File: config.mk
export PLATFORM = sky130hd
export DESIGN_NAME = escaped_frame_receiver_crc8
export DESIGN_NICKNAME = d
export VERILOG_FILES = /design/src/rtl/efr_pkg.sv /design/src/rtl/escaped_frame_receiver_crc8.sv
export SDC_FILE = /design/constraint.sdc
export NUM_CORES = 1
export LEC_CHECK = 0
export ABC_AREA = 1
export BUFFER_PORTS_ARGS = -buffer_cell sky130_fd_sc_hd__clkbuf_2
export CORE_UTILIZATION = 45
export DETAILED_ROUTE_END_ITERATION = 10
export PLACE_DENSITY = 0.62
export SLEW_MARGIN = 15
export SYNTH_ARGS = -nofsm -noshare
export SYNTH_HDL_FRONTEND = slang
export SYNTH_SLANG_ARGS = --single-unit
export TNS_END_PERCENT = 5
File: constraint.sdc
create_clock -name clk_i -period 9.3 [get_ports clk_i]
set_clock_uncertainty 0.05 [all_clocks]
set_input_delay 0.465 -clock clk_i [delete_from_list [all_inputs] [get_ports clk_i]]
set_output_delay 0.465 -clock clk_i [all_outputs]
set_load 0.1 [all_outputs]
File: src/rtl/efr_pkg.sv
// Shared constants, types and helper functions of the escaped frame receiver.
package efr_pkg;

  localparam int unsigned MaxFrameDefault = 255;

  localparam int unsigned ByteW   = 8;
  localparam int unsigned StatusW = 3;
  localparam int unsigned AddrW   = 24;
  localparam int unsigned CfgIdxW = 2;
  localparam int unsigned OutDataW = 48;  // 43 field bits padded to whole bytes

  // Framing characters
  localparam logic [ByteW-1:0] ChOpen   = 8'h40;  // '@'
  localparam logic [ByteW-1:0] ChClose  = 8'h3B;  // ';'
  localparam logic [ByteW-1:0] ChEsc    = 8'h5E;  // '^'
  localparam logic [ByteW-1:0] ChEOpen  = 8'h7B;  // '{'
  localparam logic [ByteW-1:0] ChEClose = 8'h7D;  // '}'
  localparam logic [ByteW-1:0] ChEEsc   = 8'h23;  // '#'

  // Configuration register indexes
  localparam logic [CfgIdxW-1:0] RegCrcPoly = 2'd0;
  localparam logic [CfgIdxW-1:0] RegCrcInit = 2'd1;
  localparam logic [CfgIdxW-1:0] RegOwnAddr = 2'd2;

  localparam logic [ByteW-1:0] CrcPolyReset = 8'h07;
  localparam logic [ByteW-1:0] CrcInitReset = 8'h00;
  localparam logic [AddrW-1:0] OwnAddrReset = 24'h47534D;  // "GSM"

  typedef enum logic [StatusW-1:0] {
    StOk        = 3'd0,
    StCrcErr    = 3'd1,
    StBadHex    = 3'd2,
    StWrongAddr = 3'd3,
    StEscErr    = 3'd4,
    StRestart   = 3'd5,
    StTooShort  = 3'd6,
    StOverflow  = 3'd7
  } status_e;

  typedef enum logic {
    KindPayload = 1'b0,
    KindEnd     = 1'b1
  } kind_e;

  // MSB-first CRC-8 byte update, implicit x^8 term
  function automatic logic [ByteW-1:0] crc_fold(input logic [ByteW-1:0] crc,
                                                input logic [ByteW-1:0] data,
                                                input logic [ByteW-1:0] poly);
    logic [ByteW-1:0] r;
    r = crc ^ data;
    for (int k = 0; k < ByteW; k++) begin
      if (r[ByteW-1]) begin
        r = {r[ByteW-2:0], 1'b0} ^ poly;
      end else begin
        r = {r[ByteW-2:0], 1'b0};
      end
    end
    return r;
  endfunction

  // ASCII hex digit to nibble; bit 4 set flags a non-hex character
  function automatic logic [4:0] hex_value(input logic [ByteW-1:0] c);
    logic [4:0] v;
    v = 5'h10;
    if (c >= 8'h30 && c <= 8'h39) begin
      v = {1'b0, 4'(c - 8'h30)};
    end else if (c >= 8'h41 && c <= 8'h46) begin
      v = {1'b0, 4'(c - 8'h37)};
    end else if (c >= 8'h61 && c <= 8'h66) begin
      v = {1'b0, 4'(c - 8'h57)};
    end
    return v;
  endfunction

endpackage

File: src/rtl/escaped_frame_receiver_crc8.sv
// Byte-stuffed frame receiver with CRC-8 check and payload streaming.
//
// Slave stream: one received character per word on s_axis_tdata. Characters
// outside a frame are dropped; '@' opens a frame and ';' closes it, '^'
// escapes the next character. Master stream: tuser gives the kind of word,
// 0 for a payload byte of the open frame, 1 for the frame end status with
// sender and computed CRC. Payload bytes leave two characters late, so the
// trailing hex digits are never sent out.
// Configuration channel: cfg_index_i 0 polynomial, 1 CRC start value,
// 2 own address; it is always ready and must be written only while the block
// is idle, which the block itself does not enforce. Throughput: one character
// per cycle unless the master side stalls; decode, CRC byte update and frame
// checks sit in one stage ahead of the output register.
// The slave side stays ready while the output register is empty or being
// taken; a stalled master side holds the result and stalls the slave side.
// Reset clears the framing state, empties the output register and loads
// the register defaults (polynomial 0x07, start 0x00, address "GSM").
module escaped_frame_receiver_crc8 #(
  parameter int unsigned MaxFrame = efr_pkg::MaxFrameDefault
) (
  input  logic                           clk_i,
  input  logic                           rst_ni,
  input  logic                           s_axis_tvalid,
  output logic                           s_axis_tready,
  input  logic [efr_pkg::ByteW-1:0]      s_axis_tdata,   // [7:0] rx_byte
  output logic                           m_axis_tvalid,
  input  logic                           m_axis_tready,
  // [7:0] payload_byte, [10:8] status, [34:11] sender, [42:35] computed_crc
  output logic [efr_pkg::OutDataW-1:0]   m_axis_tdata,
  output logic                           m_axis_tuser,   // [0] kind
  input  logic                           cfg_valid_i,
  output logic                           cfg_ready_o,
  input  logic [efr_pkg::CfgIdxW-1:0]    cfg_index_i,
  input  logic [efr_pkg::AddrW-1:0]      cfg_data_i
);

  localparam int unsigned LenW = $clog2(MaxFrame + 1);
  localparam logic [LenW-1:0] MaxLen = LenW'(MaxFrame);

  logic [efr_pkg::ByteW-1:0] poly_q, init_q;
  logic [efr_pkg::AddrW-1:0] own_q;

  logic                      in_frame_q, in_frame_d;
  logic                      esc_q, esc_d;
  logic [LenW-1:0]           len_q, len_d;
  logic [efr_pkg::ByteW-1:0] dly0_q, dly0_d, dly1_q, dly1_d;
  logic [efr_pkg::ByteW-1:0] crc_q, crc_d;
  logic [efr_pkg::AddrW-1:0] snd_q, snd_d, rcp_q, rcp_d;

  logic                      out_valid_q;
  logic [efr_pkg::OutDataW-1:0] out_data_q, out_data_d;
  logic                      out_kind_q, out_kind_d;

  logic                      in_hs;
  logic                      emit;
  logic                      take;
  logic [efr_pkg::ByteW-1:0] take_byte;
  efr_pkg::status_e          st;
  logic [4:0]                hex_hi, hex_lo;

  assign cfg_ready_o   = 1'b1;
  assign s_axis_tready = !out_valid_q || m_axis_tready;
  assign in_hs         = s_axis_tvalid && s_axis_tready;
  assign m_axis_tvalid = out_valid_q;
  assign m_axis_tdata  = out_data_q;
  assign m_axis_tuser  = out_kind_q;

  assign hex_hi = efr_pkg::hex_value(dly1_q);
  assign hex_lo = efr_pkg::hex_value(dly0_q);

  // Frame decode for the word on the slave side
  always_comb begin
    in_frame_d = in_frame_q;
    esc_d      = esc_q;
    len_d      = len_q;
    dly0_d     = dly0_q;
    dly1_d     = dly1_q;
    crc_d      = crc_q;
    snd_d      = snd_q;
    rcp_d      = rcp_q;
    emit       = 1'b0;
    take       = 1'b0;
    take_byte  = s_axis_tdata;
    st         = efr_pkg::StOk;
    out_kind_d = efr_pkg::KindEnd;
    out_data_d = '0;

    if (!in_frame_q) begin
      if (s_axis_tdata == efr_pkg::ChOpen) begin
        in_frame_d = 1'b1;
      end
    end else if (s_axis_tdata == efr_pkg::ChOpen) begin
      emit = 1'b1;
      st   = efr_pkg::StRestart;
    end else if (s_axis_tdata == efr_pkg::ChClose) begin
      emit       = 1'b1;
      in_frame_d = 1'b0;
      esc_d      = 1'b0;
      if (esc_q) begin
        st = efr_pkg::StEscErr;
      end else if (len_q < LenW'(8)) begin
        st = efr_pkg::StTooShort;
      end else if (hex_hi[4] || hex_lo[4]) begin
        st = efr_pkg::StBadHex;
      end else if ({hex_hi[3:0], hex_lo[3:0]} != crc_q) begin
        st = efr_pkg::StCrcErr;
      end else if (rcp_q != own_q) begin
        st = efr_pkg::StWrongAddr;
      end
    end else if (esc_q) begin
      esc_d = 1'b0;
      case (s_axis_tdata)
        efr_pkg::ChEOpen:  take_byte = efr_pkg::ChOpen;
        efr_pkg::ChEClose: take_byte = efr_pkg::ChClose;
        efr_pkg::ChEEsc:   take_byte = efr_pkg::ChEsc;
        default:           take_byte = s_axis_tdata;
      endcase
      if (s_axis_tdata == efr_pkg::ChEOpen || s_axis_tdata == efr_pkg::ChEClose ||
          s_axis_tdata == efr_pkg::ChEEsc) begin
        take = 1'b1;
      end else begin
        emit       = 1'b1;
        st         = efr_pkg::StEscErr;
        in_frame_d = 1'b0;
      end
    end else if (s_axis_tdata == efr_pkg::ChEsc) begin
      esc_d = 1'b1;
    end else begin
      take = 1'b1;
    end

    if (take) begin
      if (len_q >= MaxLen) begin
        emit       = 1'b1;
        st         = efr_pkg::StOverflow;
        in_frame_d = 1'b0;
      end else begin
        if (len_q < LenW'(3)) begin
          snd_d = {snd_q[efr_pkg::AddrW-9:0], take_byte};
        end else if (len_q < LenW'(6)) begin
          rcp_d = {rcp_q[efr_pkg::AddrW-9:0], take_byte};
        end
        if (len_q >= LenW'(2)) begin
          crc_d = efr_pkg::crc_fold(crc_q, dly1_q, poly_q);
          if (len_q >= LenW'(8)) begin
            emit       = 1'b1;
            out_kind_d = efr_pkg::KindPayload;
            out_data_d = {40'h0, dly1_q};
          end
        end
        dly1_d = dly0_q;
        dly0_d = take_byte;
        len_d  = len_q + LenW'(1);
      end
    end

    if (emit && out_kind_d == efr_pkg::KindEnd) begin
      out_data_d = {5'h0, crc_q, snd_q, st, 8'h00};
    end

    // Open a fresh frame, also on restart
    if (s_axis_tdata == efr_pkg::ChOpen) begin
      in_frame_d = 1'b1;
      esc_d      = 1'b0;
      len_d      = '0;
      dly0_d     = '0;
      dly1_d     = '0;
      crc_d      = init_q;
      snd_d      = '0;
      rcp_d      = '0;
    end
  end

  always_ff @(posedge clk_i or negedge rst_ni) begin
    if (!rst_ni) begin
      poly_q <= efr_pkg::CrcPolyReset;
      init_q <= efr_pkg::CrcInitReset;
      own_q  <= efr_pkg::OwnAddrReset;
    end else if (cfg_valid_i) begin
      unique case (cfg_index_i)
        efr_pkg::RegCrcPoly: poly_q <= cfg_data_i[efr_pkg::ByteW-1:0];
        efr_pkg::RegCrcInit: init_q <= cfg_data_i[efr_pkg::ByteW-1:0];
        efr_pkg::RegOwnAddr: own_q  <= cfg_data_i;
        default: ;
      endcase
    end
  end

  always_ff @(posedge clk_i or negedge rst_ni) begin
    if (!rst_ni) begin
      in_frame_q <= 1'b0;
      esc_q      <= 1'b0;
      len_q      <= '0;
      dly0_q     <= '0;
      dly1_q     <= '0;
      crc_q      <= efr_pkg::CrcInitReset;
      snd_q      <= '0;
      rcp_q      <= '0;
    end else if (in_hs) begin
      in_frame_q <= in_frame_d;
      esc_q      <= esc_d;
      len_q      <= len_d;
      dly0_q     <= dly0_d;
      dly1_q     <= dly1_d;
      crc_q      <= crc_d;
      snd_q      <= snd_d;
      rcp_q      <= rcp_d;
    end
  end

  // Output register: load a new word, or drop the one just taken
  always_ff @(posedge clk_i or negedge rst_ni) begin
    if (!rst_ni) begin
      out_valid_q <= 1'b0;
    end else if (in_hs && emit) begin
      out_valid_q <= 1'b1;
    end else if (m_axis_tready) begin
      out_valid_q <= 1'b0;
    end
  end

  always_ff @(posedge clk_i) begin
    if (in_hs && emit) begin
      out_data_q <= out_data_d;
      out_kind_q <= out_kind_d;
    end
  end

  a_esc_in_frame: assert property (@(posedge clk_i) disable iff (!rst_ni)
    esc_q |-> in_frame_q)
    else $error("escape pending outside a frame");

  a_len_bound: assert property (@(posedge clk_i) disable iff (!rst_ni)
    len_q <= MaxLen)
    else $error("frame length beyond maximum");

  a_hunt_drop: assert property (@(posedge clk_i) disable iff (!rst_ni)
    (in_hs && !in_frame_q && s_axis_tdata != efr_pkg::ChOpen) |=>
      (!in_frame_q && $stable(len_q)))
    else $error("character outside a frame changed state");

  a_close_status: assert property (@(posedge clk_i) disable iff (!rst_ni)
    (in_hs && in_frame_q && s_axis_tdata == efr_pkg::ChClose) |=>
      (!in_frame_q && m_axis_tvalid && m_axis_tuser == efr_pkg::KindEnd))
    else $error("frame close gave no status word");

endmodule
==> results_tabular.tex, run 1 <==
\begin{tabular}{lr}
\hline
Metric & Value \\
\hline
\multicolumn{2}{l}{\textbf{Status}} \\
Status & finished clean \\
\multicolumn{2}{l}{\textbf{Drt}} \\
Post-Route WL & 19680 um \\
Post-route DRC violation count & 0 \\
Wirelength per Cell & 13.98 um \\
First drt pass iteration count & 5 \\
Routed vias & 7040 \\
Iteration-0 DRC Markers & $\sim$490 \\
Avg Vias per Cell & about 5.0 \\
Number of routed nets with antenna violations & 0 \\
\multicolumn{2}{l}{\textbf{Cells and area}} \\
Fraction of layout instances using a drive strength above 1 & 0.1829 \\
Post-route core utilization & 0.5239 \\
Final-layout fill cell count & 1858 \\
Total number of nets in the final design & $\sim$1200 \\
Antenna diode count & 0 \\
Layout overhead on the synthesized area & 14.23\% \\
\multicolumn{2}{l}{\textbf{Clock network}} \\
Root buffer selected by CTS & clkbuf\_16 \\
Worst skew pair latency & between 0.4 and 0.5 ns \\
Clk sinks & 167 \\
TritonCTS clock tree & yes \\
Number of buffers created by CTS & 17 \\
Number of setup buffers added after CTS & 0 \\
Clock transition at path regs & 0.07 ns \\
Max Root-Sink Buffers & 2 \\
CTS H-tree lvls & 4 \\
\# hold bufs at CTS & 0 \\
Post-CTS Resized & 0 \\
\multicolumn{2}{l}{\textbf{Floorplanning}} \\
Initial Util & 0.4587 \\
Cell row count & 51 \\
Top-level I/O count & 91 \\
Width of the die & 142.6 um \\
Die boundary height & 142.6 um \\
Full die area & slightly above 20000 um\^{}2 \\
Area inside the core boundary & 19400 um\^{}2 \\
\multicolumn{2}{l}{\textbf{Critical path}} \\
Required arrival time at the worst endpoint & between 9 and 10 ns \\
Most common cell type on the critical path & nand2\_1 \\
Worst endpoint data arrival time & between 3 and 4 ns \\
Ordered cell list for the critical path & nand3\_1, nand2\_1, nand3\_2, nand2\_1, nand3\_1, nand2\_2, nand3\_1, nand2\_1, inv\_1, nor2\_1, nand3\_4, nand3\_2, nand2\_2, nand2\_4, nand3\_2, nand2\_2, nand2\_1, nand2\_1, nand3\_1, nand2\_1, nand2\_1 \\
Start point of the critical path & poly\_q[7] \\
FF-to-FF path depth & 21 \\
Worst setup EP type & register \\
Kind of start point of the critical path & register \\
CP Class & reg -> reg \\
Startpoint of the most critical register-to-register path & poly\_q[7] \\
Top fanout value on the critical path & 14 \\
Last element of the critical path & crc\_q[6] \\
Setup slack, reg-to-reg & 5.61 ns \\
Largest incremental delay on the critical path & 0.87 ns \\
Slowest-stage cell, CP & dfrtp\_1 \\
Critical register-to-register path endpoint & crc\_q[6] \\
\multicolumn{2}{l}{\textbf{Power}} \\
Power share of the sequential group & 0.279 \\
Pwr/cell area & 418.8 nW/um\^{}2 \\
Overall Power & 4.257 mW \\
Logic gate share of total power & 0.548 \\
Total internal power & 2.178 mW \\
Largest voltage drop on the vdd net & 154.3 uV \\
Sw power & slightly above 2 mW \\
Switching power as a share of total power & 0.4884 \\
Clock share of power & 0.173 \\
Leakage power summed over all cells & 4.961 nW \\
\multicolumn{2}{l}{\textbf{Logic synthesis}} \\
Count of cell types in the netlist & 49 \\
Average instance area after synthesis & 8.433 um\^{}2 \\
Sequential area share after synthesis & 0.4966 \\
Number of flops mapped to enable cells by yosys & 44 \\
Post-synth top area share & 0.3038 \\
Biggest area consumer among synthesized cells & dfrtp\_1 \\
Top cells by area, synth & dfrtp\_1 (30\%), edfxtp\_1 (15\%), nand2\_1 (11\%), inv\_1 (5.5\%), dfstp\_2 (4.4\%) \\
Post-Synthesis Cells & 1055 \\
Most common cell in the synthesized netlist & nand2\_1 \\
Area share of fa/ha/maj cells after synthesis & 0.009844 \\
Leading register cell type out of synthesis & dfrtp\_1 \\
Yosys reg bits & 167 \\
XOR/XNOR share of the synthesized area & 0.05906 \\
Synth Cell Area & 8897 um\^{}2 \\
Mux contribution to synthesized area & 0.02011 \\
Share of synthesized cell area in and, or, nand and nor gates & 0.2474 \\
Commonest cells post-synth & nand2\_1 (255), inv\_1 (131), dfrtp\_1 (108) \\
Main combinational cell family by area after synthesis & simple AND/OR/NAND/NOR gates \\
Async set-reset flop share out of synthesis & 0.7365 \\
Compound-Gate Fraction of Synth Area & 0.08410 \\
Synth warn & 0 \\
\multicolumn{2}{l}{\textbf{Placed design}} \\
Buffers on Ports & 84 \\
Final RePlAce weighted congestion & just over 0.9 \\
Setup slack after placement & between 5 and 6 ns \\
HPWL after detailed placement & 14350 um \\
\multicolumn{2}{l}{\textbf{STA}} \\
Count of endpoints failing hold in the final timing report & 0 \\
Top achievable clock speed & 0.2713 GHz \\
Final critical delay including setup and external delays & 3.686 ns \\
Slew at the pin with the worst max-slew slack & 1.100 ns \\
Worst hold slack across all endpoints & about 0.025 ns \\
Final slew viol count & 0 \\
Slew margin rel. & 0.2648 \\
Final setup violation count & 0 \\
Period utilisation layout & 0.3963 \\
Least setup slack across all paths after layout & 5.614 ns \\
Final TNS setup & 0 ns \\
Setup repair after global routing missed its margin & false \\
\multicolumn{2}{l}{\textbf{Global routing}} \\
Initial antenna violation count & 0 \\
Global-route wire length before repair & 32890 um \\
GRT Util Overall & 0.2072 \\
Total congestion overflow & 0 \\
Vias in the first global route & 6547 \\
Largest net degree at the start of global routing & 69 \\
\multicolumn{2}{l}{\textbf{Run}} \\
Total of max-cap violations & 0 \\
\multicolumn{2}{l}{\textbf{Min path}} \\
Hold crit path type & in -> async \\
\hline
\end{tabular}
## layer usage
| layer | track usage | routed length, um |
|---|---|---|
| met1 | 0.2919 | 9458 |
| met2 | 0.3277 | 9266 |
| met3 | 0.03320 | 621 |
| met4 | 0.06338 | 331 |
| met5 | 0 | 0 |
## cells in the final DEF, fill, tap and decap left out, drive strengths merged, types with 29 or more instances in the layout
master	instances
edfxtp	44
dfrtp	108
nand2	274
clkbuf	101
o21ai	77
inv	151
o22ai	30
nand3	76
nor2	100
xnor2	29
## critical path, delay by kind of cell, from the launching register on
family,cells,cell delay [ns]
flip-flops,1,0.87
buffers and inverters,1,0.04
AND/OR/NAND/NOR,20,2.62
## worst min-delay path by stage
stage	startpoint	end
finish	rst_ni	len_q[5]
global route	rst_ni	len_q[5]
CTS	rst_ni	len_q[5]
detailed placement	init_q[1]	init_q[1]
global placement	init_q[5]	init_q[5]
floorplan	rst_ni	crc_q[0]
## per-stage QoR
step | std cells | instance area (um^2)
final | 1408 | 10160
after global routing | 1408 | 10160
after CTS | 1408 | 10160
after detailed placement | 1376 | 9537
after global placement | 1376 | 9537
after floorplan | 1059 | 8912
## power groups by stage
stage	clock network, mW	registers [mW]	logic (mW)
3_3_place_gp	0	1.20	2.30
2_1_floorplan	0	1.41	1.72
5_1_grt	0.782	1.22	2.65
3_5_place_dp	0	1.20	2.33
6_report	0.737	1.19	2.33
4_1_cts	0.754	1.19	2.35
## logic make-up after synthesis
kind of cell               Yosys count
and+or+nand+nor                    489
xor gates and xnor gates            57
muxes                               16
adders and majority gates            7
DFF                                167
buffers and inverters              183
AOI/OAI and AO/OA                  134
other                                2
## sequential cells by signal, summed over array words and instances (netlist names), 8 cells and up
name / count
crc_q: 8
rcp_q: 24
init_q: 8
dly1_q: 8
snd_q: 24
own_q: 24
len_q: 8
dly0_q: 8
m_axis_tdata: 43
poly_q: 8
## area by class of cell
cell class	count	area, um^2	area share
Inverter	146	548.0	0.05392
Sequential cell	167	4418	0.4347
Multi-Input combinational cell	709	3779	0.3718
Timing Repair Buffer	89	460.4	0.04530
Clock buffer	18	439.2	0.04321
Tap cell	265	331.6	0.03262
Clock inverter	14	187.7	0.01847
Note: power is estimated with default switching activity, not from simulation.
==> inputs of run 2 (changes only) <==
==> constraint.sdc (replaced) <==
create_clock -name clk_i -period 3.4 [get_ports clk_i]
set_clock_uncertainty 0.05 [all_clocks]
set_input_delay 0.17 -clock clk_i [delete_from_list [all_inputs] [get_ports clk_i]]
set_output_delay 0.17 -clock clk_i [all_outputs]
set_load 0.1 [all_outputs]
==> run 2 against run 1 <==
Compared with the run above:
- routed wire length increased by 3.0%
- first-iteration DRC count decreased by 26%
- non-clock buffer count increased by 43
- worst hold slack got worse by 0.0063 ns
- clock power increased to 2.5 times the previous value
- design area increased by 3.9%
- critical path depth unchanged
- largest cell class unchanged
==> results_tabular.tex, run 2 (synthesis results as in run 1) <==
\begin{tabular}{lr}
\hline
Metric & Value \\
\hline
\multicolumn{2}{l}{\textbf{Status}} \\
Status & finished clean \\
\multicolumn{2}{l}{\textbf{Cells and area}} \\
Total number of nets in the final design & 1220 (+3.7\%) \\
Most common cell after layout, fill and taps aside & nand2\_1 \\
Final-layout fill cell count & 1855 (-0.16\%) \\
Antenna diode count & 0 (unchanged) \\
Final Instance Area & 10560 um\^{}2 (+3.9\%) \\
Leading cell types in the layout, fill and taps excluded & nand2\_1 (255), inv\_1 (131), dfrtp\_1 (107) \\
Fraction of layout instances using a drive strength above 1 & 0.1988 (+0.01597) \\
Layout overhead on the synthesized area & 18.70\% \\
Post-route core utilization & 0.5444 (+0.02051) \\
Flip-flop count of the largest register after layout & 43 (unchanged) \\
\multicolumn{2}{l}{\textbf{Clock network}} \\
Max Root-Sink Buffers & 2 (unchanged) \\
Clk sinks & 167 (unchanged) \\
TritonCTS clock tree & yes \\
Worst skew pair latency & 0.42 ns (about the same) \\
Clock transition at path regs & 0.06 ns (about the same) \\
Root buffer selected by CTS & clkbuf\_16 \\
CTS H-tree lvls & 4 (unchanged) \\
Number of buffers created by CTS & 17 (unchanged) \\
\multicolumn{2}{l}{\textbf{Floorplanning}} \\
Top-level I/O count & 91 (unchanged) \\
Die boundary height & 142.6 um (unchanged) \\
Full die area & 20340 um\^{}2 (unchanged) \\
Cell row count & 51 (unchanged) \\
Width of the die & 142.6 um (unchanged) \\
Initial Util & 0.4587 (unchanged) \\
Area inside the core boundary & 19400 um\^{}2 (unchanged) \\
\multicolumn{2}{l}{\textbf{Critical path}} \\
Start point of the critical path & s\_axis\_tdata[7] \\
Worst setup EP type & register \\
Startpoint of the most critical register-to-register path & dly1\_q[7] \\
CP Class & in -> reg \\
Worst endpoint data arrival time & 3.34 ns (-0.61 ns) \\
Top fanout value on the critical path & 10 (-4) \\
Kind of start point of the critical path & primary input \\
Required arrival time at the worst endpoint & 3.68 ns (-5.88 ns) \\
FF-to-FF path depth & 26 (+24\%) \\
\multicolumn{2}{l}{\textbf{STA}} \\
Count of endpoints failing hold in the final timing report & 0 (unchanged) \\
Final TNS setup & 0 ns (unchanged) \\
Final slew viol count & 0 (unchanged) \\
Final setup violation count & 0 (unchanged) \\
Slew margin rel. & 0.4826 (+0.2179) \\
Top achievable clock speed & between 0.3 and 0.4 GHz \\
Final critical delay including setup and external delays & 3.058 ns \\
Period utilisation layout & 0.8994 \\
Slew at the pin with the worst max-slew slack & 0.7760 ns (-0.3242 ns) \\
Worst hold slack across all endpoints & 0.01843 ns (-0.006269 ns) \\
\multicolumn{2}{l}{\textbf{Power}} \\
Sw power & 5.824 mW (+180\%) \\
Clock share of power & 0.155 (-0.018) \\
Total internal power & 6.105 mW (+180\%) \\
Logic gate share of total power & 0.575 (+0.027) \\
Overall Power & 11.93 mW (+180\%) \\
Switching power as a share of total power & 0.4882 (about the same) \\
Leakage power summed over all cells & 5.165 nW (+4.1\%) \\
Largest voltage drop on the vdd net & 622.0 uV (+300\%) \\
Power share of the sequential group & 0.269 (-0.010) \\
Pwr/cell area & 1129 nW/um\^{}2 (+170\%) \\
\multicolumn{2}{l}{\textbf{Placed design}} \\
Buffers on Ports & 84 (unchanged) \\
HPWL after detailed placement & 14760 um (+2.9\%) \\
Placement Cell Area & 9682 um\^{}2 (+1.5\%) \\
Final RePlAce weighted congestion & 0.8812 (-4.2\%) \\
\multicolumn{2}{l}{\textbf{Drt}} \\
Number of routed nets with antenna violations & 0 (unchanged) \\
First drt pass iteration count & 5 (unchanged) \\
Avg Vias per Cell & 4.921 (-1.6\%) \\
Post-Route WL & 20270 um (+3.0\%) \\
Post-route DRC violation count & 0 (unchanged) \\
Iteration-0 DRC Markers & 360 (-26\%) \\
Routed vias & 7145 (+1.5\%) \\
Wirelength per Cell & 13.96 um (-0.13\%) \\
\multicolumn{2}{l}{\textbf{Min path}} \\
Launch point of the worst hold path & cfg\_data\_i[6] \\
Hold crit path type & in -> reg \\
Depth of the worst hold-timing path & 3 \\
\multicolumn{2}{l}{\textbf{Global routing}} \\
Global-route wire length before repair & 33910 um (+3.1\%) \\
GRT Util Overall & 0.2149 (+0.007668) \\
Initial antenna violation count & 0 (unchanged) \\
Total congestion overflow & 0 (unchanged) \\
Largest net degree at the start of global routing & 66 (-4.3\%) \\
Vias in the first global route & 6676 (+2.0\%) \\
\multicolumn{2}{l}{\textbf{Run}} \\
Total of max-cap violations & 0 (unchanged) \\
\hline
\end{tabular}
-- run 2: final timing paths --
check / slack, ns / end
max: 0.34 / len_q[7]
min: 0.02 / own_q[6]
max reg2reg: 0.35 / crc_q[2]
min reg2reg: 0.44 / init_q[5]
max in group asynchronous: 2.14 / dly1_q[7]
min in group asynchronous: 0.32 / own_q[10]
-- run 2: critical path, stage by stage --
cell and delay, ns:
dlygate4sd3_1 0.53, clkbuf_2 0.15, nor2_1 0.15, inv_1 0.07, nor3_1 0.33, nor2_1 0.09, a21oi_1 0.23, inv_1 0.08
nor3_2 0.17, nand2_1 0.12, nor2_4 0.20, inv_2 0.15, nand2_4 0.11, inv_2 0.07, nor2_2 0.13, nand3_1 0.13
nor2_1 0.14, nand2_1 0.06, inv_1 0.06, a21oi_1 0.06, nor3_1 0.13
-- run 2: cell type report --
| type | count | area, um^2 | share of cell area |
|---|---|---|---|
| flip-flops and latches | 167 | 4419 | 0.4184 |
| multi-input cells | 710 | 3820 | 0.3617 |
| repair buffers | 132 | 865.8 | 0.08198 |
| inverters | 146 | 548.0 | 0.05189 |
| clock buffers | 21 | 491.7 | 0.04656 |
| well taps | 265 | 331.6 | 0.03139 |
| clock inverters | 11 | 85.08 | 0.008056 |
-- run 2: timing repair --
| action | in CTS | in global routing |
|---|---|---|
| endpoints found under the hold margin | 70 | 0 |
| setup buffers | 0 | 4 |
| endpoints found under the setup margin | 0 | 8 |
| hold buffers | 23 | 0 |
| resized for setup | 0 | 8 |
-- run 2: through the flow --
step	cells	setup slack [ns]
floorplan	1059	-0.08496
global placement	1392	0.2953
detailed placement	1392	0.2348
CTS	1447	0.2204
global route	1452	-0.0007194
finish	1452	0.3422
-- run 2: per-layer routing --
metal,share of wire,global-route usage
met1,0.47,0.3005
met2,0.47,0.3452
met3,0.047,0.03454
met4,0.012,0.05999
met5,0,0
-- run 2: power groups by stage --
stage          logic [mW]  registers (mW)  clock network, mW
2_1_floorplan        4.71            3.87                  0
3_3_place_gp         6.39            3.24                  0
3_5_place_dp         6.49            3.24                  0
4_1_cts              6.55            3.21               1.89
5_1_grt              7.75            3.29               1.97
6_report             6.86            3.21               1.85
==> inputs of run 3 (changes only) <==
--- a/config.mk
+++ b/config.mk
@@ -9,7 +9,8 @@
 export BUFFER_PORTS_ARGS = -buffer_cell sky130_fd_sc_hd__clkbuf_2
 export CORE_UTILIZATION = 45
 export DETAILED_ROUTE_END_ITERATION = 10
-export PLACE_DENSITY = 0.62
+export HOLD_SLACK_MARGIN = 0.12
+export PLACE_DENSITY = 0.66
 export SLEW_MARGIN = 15
 export SYNTH_ARGS = -nofsm -noshare
 export SYNTH_HDL_FRONTEND = slang
==> run 3 against run 2 <==
Compared with the run above:
- sequential cell count is the same
- clock-buffer cell count shrank 4
- worst hold slack gained 0.12 ns
- clock power grew 5%
- global-route usage grew 0.57 points
- first-iteration DRC count grew 42%
- non-clock buffer count grew 3
- largest cell class unchanged
==> results_tabular.tex, run 3 (synthesis results as in run 1) <==
\begin{tabular}{lr}
\hline
Metric & Value \\
\hline
\multicolumn{2}{l}{\textbf{Clock network}} \\
TritonCTS clock tree & yes \\
CTS H-tree lvls & 4 (unchanged) \\
Clk sinks & 167 (unchanged) \\
Worst skew pair latency & 0.43 ns (about the same) \\
Root buffer selected by CTS & clkbuf\_16 \\
Max Root-Sink Buffers & 2 (unchanged) \\
Number of buffers created by CTS & 17 (unchanged) \\
Clock transition at path regs & 0.07 ns (about the same) \\
\multicolumn{2}{l}{\textbf{Placed design}} \\
Final RePlAce weighted congestion & 0.8928 (+1.3\%) \\
Setup slack after placement & 0.2433 ns (+0.008501 ns) \\
HPWL after detailed placement & 14860 um (+0.69\%) \\
Buffers on Ports & 84 (unchanged) \\
Number of placed instances with taps included & 1392 (unchanged) \\
\multicolumn{2}{l}{\textbf{Cells and area}} \\
Total number of nets in the final design & 1222 (+0.16\%) \\
Final-layout fill cell count & 1823 (-1.7\%) \\
Layout overhead on the synthesized area & 19.25\% \\
Antenna diode count & 0 (unchanged) \\
Leading cell types in the layout, fill and taps excluded & nand2\_1 (255), inv\_1 (130), dfrtp\_1 (107) \\
Fin cells & 1454 (+0.14\%) \\
Area used by multi-input combinational logic & 3806 um\^{}2 (-0.36\%) \\
Register area & 4419 um\^{}2 (unchanged) \\
Flip-flop count of the largest register after layout & 43 (unchanged) \\
Fraction of layout instances using a drive strength above 1 & 0.1960 (-0.002858) \\
Most common cell after layout, fill and taps aside & nand2\_1 \\
\multicolumn{2}{l}{\textbf{Floorplanning}} \\
Area inside the core boundary & 19400 um\^{}2 (unchanged) \\
Initial Util & 0.4587 (unchanged) \\
Top-level I/O count & 91 (unchanged) \\
Full die area & 20340 um\^{}2 (unchanged) \\
Die boundary height & 142.6 um (unchanged) \\
Cell row count & 51 (unchanged) \\
Width of the die & 142.6 um (unchanged) \\
\multicolumn{2}{l}{\textbf{Critical path}} \\
Kind of start point of the critical path & register \\
Setup slack, reg-to-reg & 0.33 ns (-0.02 ns) \\
Critical register-to-register path endpoint & crc\_q[3] \\
Ordered cell list for the critical path & inv\_2, nand2\_1, nand2\_4, nand2\_2, inv\_2, nand2\_1, nand2\_1, nand2\_2, nand2\_4, nand2\_1, nand2\_1, nand2\_4, xor2\_4, nand3\_4, nand3\_2, nand2\_2, nand2\_4, nand3\_2, nand2\_4, nand2\_1, nand2\_1, nand3\_1, nand2\_1, nand2\_1 \\
Startpoint of the most critical register-to-register path & dly1\_q[7] \\
Required arrival time at the worst endpoint & 3.67 ns (about the same) \\
Start point of the critical path & dly1\_q[7] \\
Worst endpoint data arrival time & 3.34 ns (about the same) \\
CP Class & reg -> reg \\
FF-to-FF path depth & 24 (-7.7\%) \\
Worst setup EP type & register \\
Top fanout value on the critical path & 14 (+4) \\
Slowest-stage cell, CP & dfrtp\_2 \\
Largest incremental delay on the critical path & 0.44 ns (-0.09 ns) \\
Most common cell type on the critical path & nand2\_1 \\
\multicolumn{2}{l}{\textbf{STA}} \\
Final critical delay including setup and external delays & 3.067 ns (+0.009223 ns) \\
Final slew viol count & 0 (unchanged) \\
Least setup slack across all paths after layout & 0.3329 ns (-0.009223 ns) \\
Count of endpoints failing hold in the final timing report & 0 (unchanged) \\
Period utilisation layout & 0.9021 (+0.002713) \\
Slew at the pin with the worst max-slew slack & 0.8454 ns (+0.06934 ns) \\
Setup repair after global routing missed its margin & true \\
Final setup violation count & 0 (unchanged) \\
Slew margin rel. & 0.4364 (-0.04623) \\
Top achievable clock speed & 0.3260 GHz (-0.30\%) \\
\multicolumn{2}{l}{\textbf{Power}} \\
Leakage power summed over all cells & 5.179 nW (+0.28\%) \\
Pwr/cell area & 1108 nW/um\^{}2 (-1.9\%) \\
Largest voltage drop on the vdd net & 750.9 uV (+21\%) \\
\multicolumn{2}{l}{\textbf{Min path}} \\
Hold endpoint & rcp\_q[5] \\
Depth of the worst hold-timing path & 5 (+2) \\
Hold crit path type & in -> reg \\
Launch point of the worst hold path & s\_axis\_tdata[5] \\
\multicolumn{2}{l}{\textbf{Drt}} \\
Post-route DRC violation count & 0 (unchanged) \\
Post-Route WL & 20730 um (+2.3\%) \\
Number of routed nets with antenna violations & 0 (unchanged) \\
First drt pass iteration count & 5 (unchanged) \\
Iteration-0 DRC Markers & 512 (+42\%) \\
Routed vias & 7213 (+0.95\%) \\
Wirelength per Cell & 14.26 um (+2.2\%) \\
Avg Vias per Cell & 4.961 (+0.81\%) \\
\multicolumn{2}{l}{\textbf{Global routing}} \\
Initial antenna violation count & 0 (unchanged) \\
GRT Util Overall & 0.2205 (+0.005693) \\
Vias in the first global route & 6874 (+3.0\%) \\
Global-route wire length before repair & 34440 um (+1.6\%) \\
Total congestion overflow & 0 (unchanged) \\
Largest net degree at the start of global routing & 68 (+3.0\%) \\
\multicolumn{2}{l}{\textbf{Run}} \\
Total of max-cap violations & 0 (unchanged) \\
\multicolumn{2}{l}{\textbf{Status}} \\
Status & finished clean \\
\hline
\end{tabular}
run 3: through the flow:
step | utilization | TNS (ns) | instance area, um^2 | hold WS [ns] | total power [mW]
2_1_floorplan | - | -0.3014 | 8920 | -0.1756 | 8.576
3_3_place_gp | 0.4991 | 0 | 9682 | 0.2956 | 9.557
3_5_place_dp | 0.4991 | 0 | 9682 | 0.2856 | 9.713
4_1_cts | 0.5447 | 0 | 10570 | 0.1275 | 11.73
5_1_grt | 0.5470 | -0.02149 | 10610 | 0.1597 | 12.75
6_report | 0.5470 | 0 | 10610 | 0.1424 | 11.76
run 3: worst max path at each step:
stage	endpoint	slack (ns)	cells past startpoint
floorplan	crc_q[6]	-0.08	10
global placement	len_q[7]	0.35	20
CTS	len_q[7]	0.19	21
global route	crc_q[3]	-0.01	28
finish	crc_q[3]	0.33	24
detailed placement	crc_q[5]	0.24	24
run 3: power by group:
group          total (mW)  internal (mW)  switching, mW
clock                1.95           1.05          0.898
combinational        6.58           2.10           4.48
sequential           3.23           2.77          0.454
total                11.8           5.93           5.83
run 3: final cells by class:
cell class                 instances  area share
inverter                         146     0.05165
tap                              265     0.03125
sequential                       167      0.4165
clock inverter                    15     0.01686
timing repair buffer             135     0.08491
multi-input combinational        709      0.3587
clock buffer                      17     0.04009
run 3: critical path: cells and delay by family (launching register included):
family        cells  cell delay (ns)
xor+xnor          1             0.26
buf+inv           2             0.16
flops             1             0.44
simple gates     21             2.04
run 3: what timing repair did:
action,CTS,global route
resized for setup,0,8
endpoints found under the hold margin,97,0
setup endpoints to repair,0,13
hold buffers,28,0
setup buffers,0,2
run 3: metal layers:
| metal | vias to the layer above | GRT usage | wire [um] |
|---|---|---|---|
| met5 | - | 0 | 0 |
| met4 | 0 | 0.08263 | 520 |
| met3 | 39 | 0.04259 | 1132 |
| met2 | 193 | 0.3612 | 9778 |
| met1 | 3344 | 0.2900 | 9302 |
| li1 | 3637 | - | - |
